==> src/rtl/tgrb_pkg.sv <==
// package for the text glyph row blitter
// holds shared constants, transaction payload types and controller/datapath link types
package tgrb_pkg;

  localparam int unsigned GLYPH_ROWS_DEF = 16;
  localparam int unsigned FONT_DEPTH_DEF = 8192;
  localparam int unsigned CELL_WIDTH     = 8;

  localparam int unsigned CFG_IDX_W  = 2;
  localparam int unsigned CFG_DATA_W = 32;

  localparam logic [CFG_IDX_W-1:0] REG_SCREEN_WIDTH = 2'd0;
  localparam logic [CFG_IDX_W-1:0] REG_SCAN_PITCH   = 2'd1;
  localparam logic [CFG_IDX_W-1:0] REG_DRAW_COLOR   = 2'd2;
  localparam logic [CFG_IDX_W-1:0] REG_GLYPH_STRIDE = 2'd3;

  localparam logic [13:0] SCREEN_WIDTH_RST = 14'd1024;
  localparam logic [13:0] SCAN_PITCH_RST   = 14'd1024;
  localparam logic [31:0] DRAW_COLOR_RST   = 32'h0000_FF00;
  localparam logic [5:0]  GLYPH_STRIDE_RST = 6'd16;
  localparam logic [14:0] WIDTH_CAP        = 15'd8192;

  localparam logic [1:0] MODE_DRAW = 2'd0;
  localparam logic [1:0] MODE_LOAD = 2'd1;
  localparam logic [1:0] MODE_HOME = 2'd2;

  localparam logic [7:0] CODE_NEWLINE = 8'd10;
  localparam logic [7:0] CODE_TAB     = 8'd9;

  typedef struct packed {
    logic [1:0]  mode;
    logic [7:0]  char_code;
    logic [12:0] font_addr;
    logic [7:0]  font_byte;
  } in_item_t;

  typedef struct packed {
    logic [31:0] pixel_index;
    logic [7:0]  row_bits;
    logic [31:0] pixel_color;
    logic        last_row;
  } out_item_t;

  typedef struct packed {
    logic accept;
    logic mul;
    logic base;
    logic issue;
    logic last;
  } cmd_t;

  typedef struct packed {
    logic draw_item;
    logic rd_free;
  } stat_t;

endpackage

==> src/rtl/tgrb_ctrl.sv <==
// controller state machine of the glyph row blitter
// depends on tgrb_pkg for the command and status types
module tgrb_ctrl #(
  parameter int unsigned GLYPH_ROWS = tgrb_pkg::GLYPH_ROWS_DEF
) (
  input  logic           clk_i,
  input  logic           rst_ni,
  input  logic           in_valid_i,
  output logic           in_ready_o,
  input  tgrb_pkg::stat_t stat_i,
  output tgrb_pkg::cmd_t  cmd_o
);
  import tgrb_pkg::*;

  localparam int unsigned RW = $clog2(GLYPH_ROWS);

  localparam logic [1:0] ST_IDLE = 2'd0;
  localparam logic [1:0] ST_MUL  = 2'd1;
  localparam logic [1:0] ST_BASE = 2'd2;
  localparam logic [1:0] ST_ROWS = 2'd3;

  logic [1:0]    state_q, state_d;
  logic [RW-1:0] cnt_q, cnt_d;
  cmd_t          cmd;

  always_comb begin
    state_d    = state_q;
    cnt_d      = cnt_q;
    cmd        = '0;
    cmd.last   = (cnt_q == RW'(GLYPH_ROWS - 1));
    in_ready_o = 1'b0;
    unique case (state_q)
      ST_IDLE: begin
        in_ready_o = 1'b1;
        cmd.accept = in_valid_i;
        if (in_valid_i && stat_i.draw_item) begin
          state_d = ST_MUL;
        end
      end
      ST_MUL: begin
        cmd.mul = 1'b1;
        state_d = ST_BASE;
      end
      ST_BASE: begin
        cmd.base = 1'b1;
        cnt_d    = '0;
        state_d  = ST_ROWS;
      end
      ST_ROWS: begin
        cmd.issue = stat_i.rd_free;
        if (stat_i.rd_free) begin
          cnt_d = cnt_q + RW'(1);
          if (cmd.last) begin
            state_d = ST_IDLE;
          end
        end
      end
      default: state_d = ST_IDLE;
    endcase
  end

  assign cmd_o = cmd;

  always_ff @(posedge clk_i or negedge rst_ni) begin
    if (!rst_ni) begin
      state_q <= ST_IDLE;
      cnt_q   <= '0;
    end else begin
      state_q <= state_d;
      cnt_q   <= cnt_d;
    end
  end

endmodule

==> config.mk <==
export PLATFORM = sky130hd
export DESIGN_NAME = tgrb_ctrl
export DESIGN_NICKNAME = d
export VERILOG_FILES = /design/src/rtl/tgrb_pkg.sv /design/src/rtl/tgrb_ctrl.sv
export SDC_FILE = /design/constraint.sdc
export NUM_CORES = 1
export LEC_CHECK = 0
export ABC_AREA = 0
export BUFFER_PORTS_ARGS = -buffer_cell sky130_fd_sc_hd__buf_4
export CORE_MARGIN = 2
export CORE_UTILIZATION = 28
export CTS_CLUSTER_SIZE = 20
export DETAILED_ROUTE_END_ITERATION = 10
export PLACE_DENSITY = 0.55
export SYNTH_ARGS = -nofsm -noshare
export SYNTH_HDL_FRONTEND = slang
export SYNTH_SLANG_ARGS = --single-unit
==> constraint.sdc <==
create_clock -name clk_i -period 1.6 [get_ports clk_i]
set_input_delay 0 -clock clk_i [delete_from_list [all_inputs] [get_ports clk_i]]
set_output_delay 0 -clock clk_i [all_outputs]
set_load 0.05 [all_outputs]
==> qor.csv <==
metric,value,unit
share of synthesized flip-flops with an asynchronous set or reset,1.00,
register area share after synthesis,0.388,
"Primary FF master, synth",dfrtp_1,
DRC violations left,0,
synthesized cell area,387,sq um
Clock transition at path regs,50,ps
vias per inst,4.77,
Num CTS Buffers,3,
register bit count reported by yosys,6,
overall routed net length,664,microns
crit-path cells,"ha_1, a22oi_2, mux2_1",
initial antenna violation count,0,
cell taking the most area after synthesis,dfrtp_1,
Finish-stage setup viols,0,
grt ovf,0,
fmax,0.735,GHz
Antenna Cells,0,
Lkg Pwr,0.265,nW
crit share post-route,0.851,
Port Buffers,10,
unrepaired setup endpoints after global routing,no,
post-synthesis cell type count,18,
DIE WIDTH,41.2,microns
Setup CP Type,reg2reg,
Max Root-Sink Buffers,2,
Core ar.,0.00130,sq mm
layout cells sized above 1,0.327,
Syn. warnings,0,
Post-Route Skew,8.01,ps
Slew Limit Fails,0,
Hold WC Path Type,in2async,
syn nets,46,
synth top area cells,"dfrtp_1 39%, ha_1 19%, a22o_1 6.8%",
"Avg Cell Area, Syn",11.0,sq um
Slew @ Worst Pin,256,ps
Initial Util,0.297,
# nets final,62,
synth-to-layout area growth,33.3,%
"Slowest-stage cell, CP",dfrtp_1,
crit path DAT,1490,ps
row count,13,
WL per Instance,10.4,microns
pin count of the biggest net entering global routing,9,
worst skew pair latency,240,ps
most frequent cells after synthesis,"6 x dfrtp_1, 6 x ha_1, 3 x a22o_1",
Final min period,1360,ps
Slew Limit Headroom,0.829,
# fillers,141,
Post-synth EDFFs,0,
Fin Setup TNS,0,ps
vias,305,
worst hold slack,87.1,ps
max incr delay on CP,400,ps
cell count after synthesis,35,
vias in the first global route,284,
cts repair resizes,0,
die area,0.00169,sq mm
"CP delay by family, top",flip-flops,
worst vdd ir,0.995,mV
I/O pin total,11,
Fin. Hold Viols,0,
CP Capture Type,flop,
outcome,finished clean,
DRT iter0 DRCs,10,
GRT Overall Usage,0.110,
gpl congestion,0.744,
first-pass GRT wire length,1130,microns
worst-path fanout max,8,
CP Data Required Time,1730,ps
CTS tree,built,
DR pass1 iterations,4,
Pwr per Cell Area,1910,mW/mm^2
Worst Path Buf+Inv,0,
nature of the critical path startpoint,flop,
clock sink total,6,
CTS root buf,clkbuf_4,
Max Cap Viol,0,
Final ANT Viol Nets,0,
htree depth,1,
post-synth top area share,0.388,
Die H,41.2,microns
## placed cells by master, fill, tap and decap left out, drive strengths merged, types with 2 or more instances in the layout
| cell | n |
|---|---|
| dfrtp | 6 |
| a22o | 3 |
| nand4 | 2 |
| nor2 | 2 |
| nand3 | 2 |
| and2 | 2 |
| mux2 | 2 |
| clkbuf | 3 |
| buf | 10 |
| ha | 6 |
| inv | 2 |
## metal layers
layer | GRT usage | routed length (microns)
met1 | 0.131 | 320
met5 | 0 | 0
met3 | 0.0815 | 68
met4 | 0 | 0
met2 | 0.168 | 275
## state kept, by name (all words and copies together), names as in the netlist
| register | cells |
|---|---|
| cnt_q | 4 |
| state_q | 2 |
## what timing repair did
action | 4_1_cts | 5_1_grt
endpoints found under the hold margin | 6 | 0
endpoints found under the setup margin | 0 | 0
hold buffers | 1 | 0
setup buffers | 0 | 0
## area by class of cell
| cell class | count | area [sq um] | area share |
|---|---|---|---|
| clock buffers | 3 | 22.5 | 0.0437 |
| inverters | 2 | 7.51 | 0.0146 |
| multi-input cells | 27 | 231 | 0.449 |
| flip-flops and latches | 6 | 150 | 0.291 |
| well taps | 15 | 18.8 | 0.0364 |
| repair buffers | 11 | 85.1 | 0.165 |
## kinds of logic (layout without fill, tap and decap cells)
kind of cell               count (synthesis)  count (layout)  synth area share
DFF                                        6               6             0.388
and+or+nand+nor                           11              11             0.155
adders and majority gates                  6               6             0.194
buffers and inverters                      2              16            0.0194
AOI/OAI and AO/OA                          5               5             0.113
muxes                                      3               3            0.0841
xor gates and xnor gates                   2               2            0.0453
## worst paths after layout
kind | start | endpoint | slack, ps | depth (start not counted)
max reg2reg | state_q[1]$_DFFE_PN0P_ | state_q[1]$_DFFE_PN0P_ | 240 | 3
max in group asynchronous | rst_ni | cnt_q[1]$_DFFE_PN0P_ | 1390 | 2
min in group clk_i | stat_i[0] | cnt_q[2]$_DFFE_PN0P_ | 90 | 3
min reg2reg | cnt_q[2]$_DFFE_PN0P_ | cnt_q[2]$_DFFE_PN0P_ | 530 | 1
min | rst_ni | state_q[1]$_DFFE_PN0P_ | 90 | 2
max | state_q[1]$_DFFE_PN0P_ | state_q[1]$_DFFE_PN0P_ | 240 | 3
## power breakdown
group	leakage, nW	switching [mW]	internal, mW	total [mW]
Clock	0.0138	0.0549	0.0849	0.140
Sequential	0.0779	0.0427	0.200	0.243
Combinational	0.173	0.378	0.222	0.601
## through the flow
| step | worst slack (ps) | instance area [sq um] | cells | utilization | power (mW) |
|---|---|---|---|---|---|
| finish | 239 | 515 | 64 | 0.396 | 0.983 |
| global route | 135 | 515 | 64 | 0.396 | 1.07 |
| CTS | 209 | 515 | 64 | 0.396 | 1.00 |
| detailed placement | 226 | 483 | 60 | 0.371 | 0.851 |
| global placement | 234 | 483 | 60 | 0.371 | 0.857 |
| floorplan | 87.4 | 389 | 35 | - | 0.718 |
## worst register-to-register path, stage by stage (launching register included)
cell and delay, ps:
dfrtp_1 400, ha_1 280, a22oi_2 220, mux2_1 340
No activity file was read; power rests on OpenSTA's default activity.
